### src/hw/rtl/irpfd_pkg.sv
// ----------------------------------------------------------------------------
// irpfd_pkg
// Shared types, register indexes and the duration match function of the
// infrared pulse frame decoder.
// ----------------------------------------------------------------------------
package irpfd_pkg;

  localparam int DUR_W       = 16;
  localparam int CODE_W      = 32;
  localparam int CNT_W       = 6;
  localparam int CFG_IDX_W   = 3;
  localparam int CFG_DATA_W  = 16;
  localparam int FRAME_BITS_DEF = 32;

  // register indexes on the configuration port
  localparam logic [CFG_IDX_W-1:0] REG_LEADER_LOW  = 3'd0;
  localparam logic [CFG_IDX_W-1:0] REG_LEADER_HIGH = 3'd1;
  localparam logic [CFG_IDX_W-1:0] REG_ZERO_LOW    = 3'd2;
  localparam logic [CFG_IDX_W-1:0] REG_ONE_LOW     = 3'd3;
  localparam logic [CFG_IDX_W-1:0] REG_MARK_HIGH   = 3'd4;
  localparam logic [CFG_IDX_W-1:0] REG_TOLERANCE   = 3'd5;

  localparam logic [DUR_W-1:0] LEADER_LOW_RST  = 16'd9000;
  localparam logic [DUR_W-1:0] LEADER_HIGH_RST = 16'd4500;
  localparam logic [DUR_W-1:0] ZERO_LOW_RST    = 16'd560;
  localparam logic [DUR_W-1:0] ONE_LOW_RST     = 16'd1690;
  localparam logic [DUR_W-1:0] MARK_HIGH_RST   = 16'd560;
  localparam logic [DUR_W-1:0] TOLERANCE_RST   = 16'd200;

  typedef struct packed {
    logic             func;
    logic [DUR_W-1:0] duration;
  } in_t;

  typedef struct packed {
    logic [CODE_W-1:0] code;
    logic              code_valid;
    logic              frame_done;
  } out_t;

  // pulse after classification: level plus the targets it hit
  typedef struct packed {
    logic level;
    logic lead_hit;   // leader low or leader high, by level
    logic short_hit;  // zero low or mark high, by level
    logic one_hit;    // one low, meaningful for low pulses only
  } pulse_class_t;

  // duration strictly inside target +/- tol; never when tol exceeds target
  function automatic logic near_target(logic [DUR_W-1:0] d, logic [DUR_W-1:0] t,
                                       logic [DUR_W-1:0] tol);
    logic [DUR_W:0] hi;
    logic [DUR_W-1:0] lo;
    hi = {1'b0, t} + {1'b0, tol};
    lo = t - tol;
    if (tol > t) begin
      return 1'b0;
    end
    return (d > lo) && ({1'b0, d} < hi);
  endfunction

endpackage

### src/hw/rtl/irpfd_front.sv
// ----------------------------------------------------------------------------
// irpfd_front
// Holds the timing registers and classifies each incoming pulse word
// against the targets for its level.
// ----------------------------------------------------------------------------
module irpfd_front (
  input  logic                             clk,
  input  logic                             rst,
  input  logic                             cfg_we,
  input  logic [irpfd_pkg::CFG_IDX_W-1:0]  cfg_index,
  input  logic [irpfd_pkg::CFG_DATA_W-1:0] cfg_data,
  input  irpfd_pkg::in_t                   pulse,
  output irpfd_pkg::pulse_class_t          pulse_class
);
  import irpfd_pkg::*;

  logic [DUR_W-1:0] leader_low;
  logic [DUR_W-1:0] leader_high;
  logic [DUR_W-1:0] zero_low;
  logic [DUR_W-1:0] one_low;
  logic [DUR_W-1:0] mark_high;
  logic [DUR_W-1:0] tolerance;

  logic [DUR_W-1:0] lead_target;
  logic [DUR_W-1:0] short_target;

  always_ff @(posedge clk) begin
    if (rst) begin
      leader_low  <= LEADER_LOW_RST;
      leader_high <= LEADER_HIGH_RST;
      zero_low    <= ZERO_LOW_RST;
      one_low     <= ONE_LOW_RST;
      mark_high   <= MARK_HIGH_RST;
      tolerance   <= TOLERANCE_RST;
    end else if (cfg_we) begin
      // indexes past the last register drop the write
      unique case (cfg_index)
        REG_LEADER_LOW:  leader_low  <= cfg_data;
        REG_LEADER_HIGH: leader_high <= cfg_data;
        REG_ZERO_LOW:    zero_low    <= cfg_data;
        REG_ONE_LOW:     one_low     <= cfg_data;
        REG_MARK_HIGH:   mark_high   <= cfg_data;
        REG_TOLERANCE:   tolerance   <= cfg_data;
        default: ;
      endcase
    end
  end

  assign lead_target  = pulse.func ? leader_high : leader_low;
  assign short_target = pulse.func ? mark_high : zero_low;

  always_comb begin
    pulse_class.level     = pulse.func;
    pulse_class.lead_hit  = near_target(pulse.duration, lead_target, tolerance);
    pulse_class.short_hit = near_target(pulse.duration, short_target, tolerance);
    pulse_class.one_hit   = near_target(pulse.duration, one_low, tolerance);
  end

endmodule

### src/hw/rtl/irpfd_queue.sv
// ----------------------------------------------------------------------------
// irpfd_queue
// Two-entry queue of classified pulse words between front and back.
// ----------------------------------------------------------------------------
module irpfd_queue (
  input  logic                    clk,
  input  logic                    rst,
  input  logic                    push,
  input  irpfd_pkg::pulse_class_t push_data,
  output logic                    full,
  input  logic                    pop,
  output logic                    not_empty,
  output irpfd_pkg::pulse_class_t pop_data
);
  import irpfd_pkg::*;

  pulse_class_t entry [2];
  logic         wr_ptr;
  logic         rd_ptr;
  logic [1:0]   count;

  assign full      = (count == 2'd2);
  assign not_empty = (count != 2'd0);
  assign pop_data  = entry[rd_ptr];

  always_ff @(posedge clk) begin
    if (push) begin
      entry[wr_ptr] <= push_data;
    end
  end

  always_ff @(posedge clk) begin
    if (rst) begin
      wr_ptr <= 1'b0;
      rd_ptr <= 1'b0;
      count  <= 2'd0;
    end else begin
      if (push) begin
        wr_ptr <= ~wr_ptr;
      end
      if (pop) begin
        rd_ptr <= ~rd_ptr;
      end
      if (push && !pop) begin
        count <= count + 2'd1;
      end else if (pop && !push) begin
        count <= count - 2'd1;
      end
    end
  end

endmodule

### src/hw/rtl/irpfd_back.sv
// ----------------------------------------------------------------------------
// irpfd_back
// Frame state machine: takes classified pulse words, shifts in bits and
// holds each result word in an output register.
// ----------------------------------------------------------------------------
module irpfd_back #(
  parameter int FRAME_BITS = irpfd_pkg::FRAME_BITS_DEF
) (
  input  logic                    clk,
  input  logic                    rst,
  input  logic                    q_valid,
  input  irpfd_pkg::pulse_class_t q_data,
  output logic                    q_pop,
  output logic                    out_valid,
  input  logic                    out_ready,
  output irpfd_pkg::out_t         out_data
);
  import irpfd_pkg::*;

  localparam logic [1:0] PH_IDLE  = 2'd0;
  localparam logic [1:0] PH_START = 2'd1;
  localparam logic [1:0] PH_RECV  = 2'd2;

  localparam logic [CNT_W-1:0] FRAME_LEN = CNT_W'(FRAME_BITS);

  logic [1:0]        phase;
  logic [1:0]        phase_next;
  logic [CNT_W-1:0]  bits_received;
  logic [CNT_W-1:0]  bits_received_next;
  logic [CNT_W-1:0]  bits_inc;
  logic [CODE_W-1:0] shift_code;
  logic [CODE_W-1:0] shift_code_next;
  logic              frame_valid;
  logic              frame_valid_next;
  logic              done;

  // advance when the output register is free or being emptied
  assign q_pop    = q_valid && (!out_valid || out_ready);
  assign bits_inc = bits_received + CNT_W'(1);

  always_comb begin
    phase_next         = phase;
    bits_received_next = bits_received;
    shift_code_next    = shift_code;
    frame_valid_next   = frame_valid;
    done               = 1'b0;
    if (!q_data.level) begin
      unique case (phase)
        PH_START: begin
          if (q_data.lead_hit) begin
            bits_received_next = '0;
            frame_valid_next   = 1'b0;
            phase_next         = PH_RECV;
          end else begin
            phase_next         = PH_IDLE;
            bits_received_next = '0;
            shift_code_next    = '0;
            frame_valid_next   = 1'b0;
          end
        end
        PH_RECV: begin
          if (q_data.short_hit || q_data.one_hit) begin
            // zero wins when both targets match
            shift_code_next[bits_received[4:0]] = !q_data.short_hit;
            bits_received_next = bits_inc;
            if (bits_inc >= FRAME_LEN) begin
              phase_next       = PH_IDLE;
              frame_valid_next = 1'b1;
              done             = 1'b1;
            end
          end else begin
            phase_next         = PH_IDLE;
            bits_received_next = '0;
            shift_code_next    = '0;
            frame_valid_next   = 1'b0;
          end
        end
        default: phase_next = PH_START;
      endcase
    end else begin
      // high pulses only check timing; ignored outside start and receive
      if ((phase == PH_START && !q_data.lead_hit) ||
          (phase == PH_RECV && !q_data.short_hit)) begin
        phase_next         = PH_IDLE;
        bits_received_next = '0;
        shift_code_next    = '0;
        frame_valid_next   = 1'b0;
      end
    end
  end

  always_ff @(posedge clk) begin
    if (rst) begin
      phase         <= PH_IDLE;
      bits_received <= '0;
      shift_code    <= '0;
      frame_valid   <= 1'b0;
      out_valid     <= 1'b0;
    end else begin
      if (q_pop) begin
        phase         <= phase_next;
        bits_received <= bits_received_next;
        shift_code    <= shift_code_next;
        frame_valid   <= frame_valid_next;
        out_valid     <= 1'b1;
      end else if (out_ready) begin
        out_valid <= 1'b0;
      end
    end
  end

  always_ff @(posedge clk) begin
    if (q_pop) begin
      out_data.code       <= shift_code_next;
      out_data.code_valid <= frame_valid_next;
      out_data.frame_done <= done;
    end
  end

endmodule

### src/hw/rtl/ir_pulse_frame_decoder_core.sv
// ----------------------------------------------------------------------------
// ir_pulse_frame_decoder_core
// Decodes infrared remote frames from measured pulse durations.
// ----------------------------------------------------------------------------
// Usage:
//   Input channel (in_valid/in_ready/in_data) takes one word per pulse: its
//   level (func) and its saturated length in ticks. Every pulse yields
//   exactly one result word on the output channel (out_valid/out_ready/
//   out_data): the code shifted in so far, code_valid, and frame_done set
//   for the pulse that completed a frame.
//   Timing targets and tolerance are written through cfg_we/cfg_index/
//   cfg_data while no pulse is in flight; indexes past the last register
//   are ignored.
//   The front classifies each accepted pulse into a two-entry queue, and the
//   back runs the frame state machine into the output register. Throughput
//   is one pulse per cycle while the receiver keeps taking results.
//   When the receiver stalls, the output register holds, the queue fills and
//   in_ready drops once both entries are taken.
//   Reset (rst, synchronous) restores the default timings, empties the
//   queue and returns the decoder to idle with a cleared code.
// ----------------------------------------------------------------------------
module ir_pulse_frame_decoder_core #(
  parameter int FRAME_BITS = irpfd_pkg::FRAME_BITS_DEF
) (
  input  logic                             clk,
  input  logic                             rst,
  input  logic                             in_valid,
  output logic                             in_ready,
  input  irpfd_pkg::in_t                   in_data,
  output logic                             out_valid,
  input  logic                             out_ready,
  output irpfd_pkg::out_t                  out_data,
  input  logic                             cfg_we,
  input  logic [irpfd_pkg::CFG_IDX_W-1:0]  cfg_index,
  input  logic [irpfd_pkg::CFG_DATA_W-1:0] cfg_data
);
  import irpfd_pkg::*;

  pulse_class_t front_class;
  pulse_class_t q_data;
  logic         q_full;
  logic         q_valid;
  logic         q_pop;
  logic         push;

  assign in_ready = !q_full;
  assign push     = in_valid && in_ready;

  irpfd_front u_front (
    .clk        (clk),
    .rst        (rst),
    .cfg_we     (cfg_we),
    .cfg_index  (cfg_index),
    .cfg_data   (cfg_data),
    .pulse      (in_data),
    .pulse_class(front_class)
  );

  irpfd_queue u_queue (
    .clk      (clk),
    .rst      (rst),
    .push     (push),
    .push_data(front_class),
    .full     (q_full),
    .pop      (q_pop),
    .not_empty(q_valid),
    .pop_data (q_data)
  );

  irpfd_back #(
    .FRAME_BITS(FRAME_BITS)
  ) u_back (
    .clk      (clk),
    .rst      (rst),
    .q_valid  (q_valid),
    .q_data   (q_data),
    .q_pop    (q_pop),
    .out_valid(out_valid),
    .out_ready(out_ready),
    .out_data (out_data)
  );

endmodule

### config.mk
export PLATFORM = sky130hd
export DESIGN_NAME = ir_pulse_frame_decoder_core
export DESIGN_NICKNAME = d
export VERILOG_FILES = /design/src/hw/rtl/irpfd_pkg.sv /design/src/hw/rtl/irpfd_front.sv /design/src/hw/rtl/irpfd_queue.sv /design/src/hw/rtl/irpfd_back.sv /design/src/hw/rtl/ir_pulse_frame_decoder_core.sv
export SDC_FILE = /design/constraint.sdc
export NUM_CORES = 1
export LEC_CHECK = 0
export BUFFER_PORTS_ARGS = -buffer_cell sky130_fd_sc_hd__buf_2
export CORE_MARGIN = 2
export CORE_UTILIZATION = 45
export CTS_BUF_LIST = sky130_fd_sc_hd__clkbuf_8
export CTS_CLUSTER_DIAMETER = 40
export CTS_CLUSTER_SIZE = 12
export DETAILED_ROUTE_END_ITERATION = 10
export PLACE_DENSITY = 0.63
export SLEW_MARGIN = 10
export SYNTH_ARGS = -nofsm -noshare
export SYNTH_HDL_FRONTEND = slang
export SYNTH_SLANG_ARGS = --single-unit
### constraint.sdc
create_clock -name clk -period 11.6 [get_ports clk]
set_input_delay 3.48 -clock clk [delete_from_list [all_inputs] [get_ports clk]]
set_output_delay 3.48 -clock clk [all_outputs]
set_load 0.01 [all_outputs]
==> summary.txt <==
Min Hold Slack = 0.458 ns
Synth warn = 0
Area grow syn2layout = 6.82%
Post-synth EDFFs = 42
Initial Utilization = 0.454
CTS tree = yes
Largest net degree at the start of global routing = 103
Antenna violations before repair = 0
Clk_skew = 0.0125 ns
Mean Syn Cell Area = 8.13 µm²
Outcome = completed
#FFs+latches synth = 185
Post-route antenna net violation count = 0
Pint = 0.00110 W
Reg2Reg Depth = 16
Clock H-tree levels = 4
Power per Cell Area = 115 nW/µm²
NetSw = 0.000637 W
Clk slew on worst S/H paths = 0.10 ns
Mapped Cells = 1747
Main flop type after synthesis = dfxtp_1
Grt total ovfl = 0
Critical path type = in2reg
Total design power = 0.00174 W
Setup violators final = 0
Final worst slack = 3.96 ns
Setup crit end kind = register
Antenna cells = 0
Max frequency = 131 MHz
Final net count = 2008
CTS sink count = 185
DR vias = 12400
Sw frac = 0.367
Crit path arrival time = 7.93 ns
CTS root buf = clkbuf_8
First-pass GRT wire length = 60500 µm
Ports = 77
Period utilisation layout = 0.658
Hold-critical path depth = 2
Tot GR Track Use = 0.231
Final WL = 38800 µm
Crit path required time = 11.89 ns
Crit path time final = 7.64 ns
Post-DP Area = 14800 µm²
Pre-CTS WS = 3.54 ns
Post-synth ARST share = 0
RSZ-0062 raised after global routing = false
Clk buf depth = 2
RD Place Congestion = 0.922
Drt drc = 0
Sequential power share = 0.443
Avg WL per Cell = 17.8 µm
Core Region = 31300 µm²
Final hold viol count = 0
Yosys top cell area share = 0.201
Vias in the first global route = 11500
Die area = 33000 µm²
Synthesized cell area = 14200 µm²
Clk network pwr share = 0.239
Die X-Extent = 182 µm
Worst setup SP type = input pin
Setup tns final = 0 ns
Worst slew pin tran = 1.16 ns
Share of cells above drive strength 1 = 0.0907
Die Height = 182 µm
Total of max-cap violations = 0
Synth area leader = dfxtp_1
Distinct cell type count after synthesis = 73
Sequential share of the synthesized area = 0.290
Post-CTS Repair Setup Buffers = 0
# resized after CTS = 0
Worst hold path type = reg2reg
First-pass DRT Iterations = 6
Leakage dissipation = 6.30 nW
Peak VDD IR = 0.0000781 V
Design area = 15200 µm²
Detail Placement HPWL = 29800 µm
Mapped Nets = 1992
# port buffers = 76
Logic gate share of total power = 0.317
Iteration-0 DRC Markers = 794
Top area cells in the synthesized netlist = dfxtp_1, ha_1, edfxtp_1
Worst-path maximum fanout = 34
Via density = 5.69
Clk_lat worst skew = 0.50 ns
Fin. max-slew vios = 0
Rel. slew slack = 0.229
Row count = 65
Total CTS buffers = 17
Quantity of hold-fixing buffers added after cts = 0
[registers in the layout (all words and copies together), names as in the netlist, 2 cells and up, named ones only]
| name | count |
|---|---|
| u_back.phase | 2 |
| u_front.zero_low | 16 |
| u_back.shift_code | 32 |
| u_front.one_low | 16 |
| u_queue.count | 2 |
| u_queue.entry | 8 |
| u_back.bits_received | 6 |
| u_front.mark_high | 16 |
| u_front.leader_high | 16 |
| u_front.tolerance | 16 |
| u_front.leader_low | 16 |
| u_back.out_data | 34 |
[Yosys cell counts (all sizes together) (13+ instances only)]
cell type	n
o21bai	15
edfxtp	42
nor2b	23
a21o	13
o21a	34
nor3	30
dfxtp	143
nand3b	29
mux2	30
a21oi	200
a22o	26
xor2	24
nor2	104
inv	70
nand3	24
clkbuf	72
o21ai	117
nand2b	23
xnor2	55
ha	198
nand2	289
buf	16
a31oi	16
[final timing paths]
| path | startpoint | end | slack [ns] |
|---|---|---|---|
| max reg2reg | u_front.tolerance[1] | u_queue.entry[1][0] | 6.78 |
| max | in_data[16] | u_queue.entry[1][1] | 3.96 |
| min reg2reg | u_front.zero_low[10] | u_front.zero_low[10] | 0.46 |
| min | u_front.zero_low[10] | u_front.zero_low[10] | 0.46 |
[placed cells by master, fill, tap and decap left out, types with 9 or more instances in the layout]
master    netlist  final
nand4_1        12     12
o21bai_1       15     15
a31oi_1        15     15
o21a_1         34     34
nor3_1         29     29
nor2b_1        22     22
nand2b_1       23     23
a21oi_1       200    200
a211oi_1       12     12
inv_1          70     72
and3_1         10     10
xnor2_1        55     55
ha_1          198    198
xor2_1         24     24
a22o_1         26     26
clkbuf_8        0     18
nand2_1       289    289
edfxtp_1       42     42
buf_2          12     75
o21ai_0       114    114
mux2_2         30     30
buf_4           2     10
nand3b_1       29     29
nor2_1        104    104
or3_1           9      9
nand3_1        24     24
a21o_1         13     13
dfxtp_1       143    143
[kinds of logic (layout without fill, tap and decap cells)]
kind of cell,count (synthesis),count (layout),share of synthesized area
AO/OA/AOI/OAI,494,494,0.213
flip-flops,185,185,0.290
buffers and inverters,158,187,0.0438
multiplexers,38,38,0.0303
XOR/XNOR,79,79,0.0487
AND/OR/NAND/NOR,589,589,0.191
adder cells (fa/ha/maj),204,204,0.183
[layout make-up]
type	instances	area, µm²
clock buffers	18	248
clock inverters	14	118
fillers	3071	16100
inverters	70	263
multi-input cells	1404	9470
flip-flops and latches	185	4120
well taps	402	503
repair buffers	85	450
[metrics by stage]
stage               std cells   util
finish                   2178  0.485
global placement         2146  0.473
floorplan                1747      -
detailed placement       2146  0.473
CTS                      2178  0.485
global route             2178  0.485
[per-layer routing]
| metal | routed length [µm] | up-vias | GRT usage |
|---|---|---|---|
| li1 | - | 6205 | - |
| met1 | 16400 | 5820 | 0.275 |
| met5 | 0 | - | 0 |
| met3 | 1450 | 61 | 0.0313 |
| met2 | 19600 | 314 | 0.417 |
| met4 | 1310 | 0 | 0.0940 |
[power by group through the flow]
stage	Sequential, W	Combinational [W]	Clock (W)
detailed placement	0.000786	0.000553	0
global route	0.000778	0.000612	0.000452
finish	0.000771	0.000552	0.000416
floorplan	0.000802	0.000360	0
global placement	0.000785	0.000545	0
CTS	0.000772	0.000556	0.000425
[critical path, stage by stage]
cell and delay (ns):
buf_2 0.08, buf_4 0.41, mux2_2 0.41, ha_1 0.43, nor2b_1 0.18, o21a_1 0.14
o21ai_1 0.09, a31oi_1 0.47, a2111oi_0 0.20, o31a_1 0.30, xnor2_1 0.13, ha_1 0.31
nand4_1 0.13, nor3_1 0.38, o211ai_1 0.15, a21oi_1 0.16, o21ai_0 0.11, a211oi_1 0.31
Note: power is estimated with default switching activity, not from simulation.
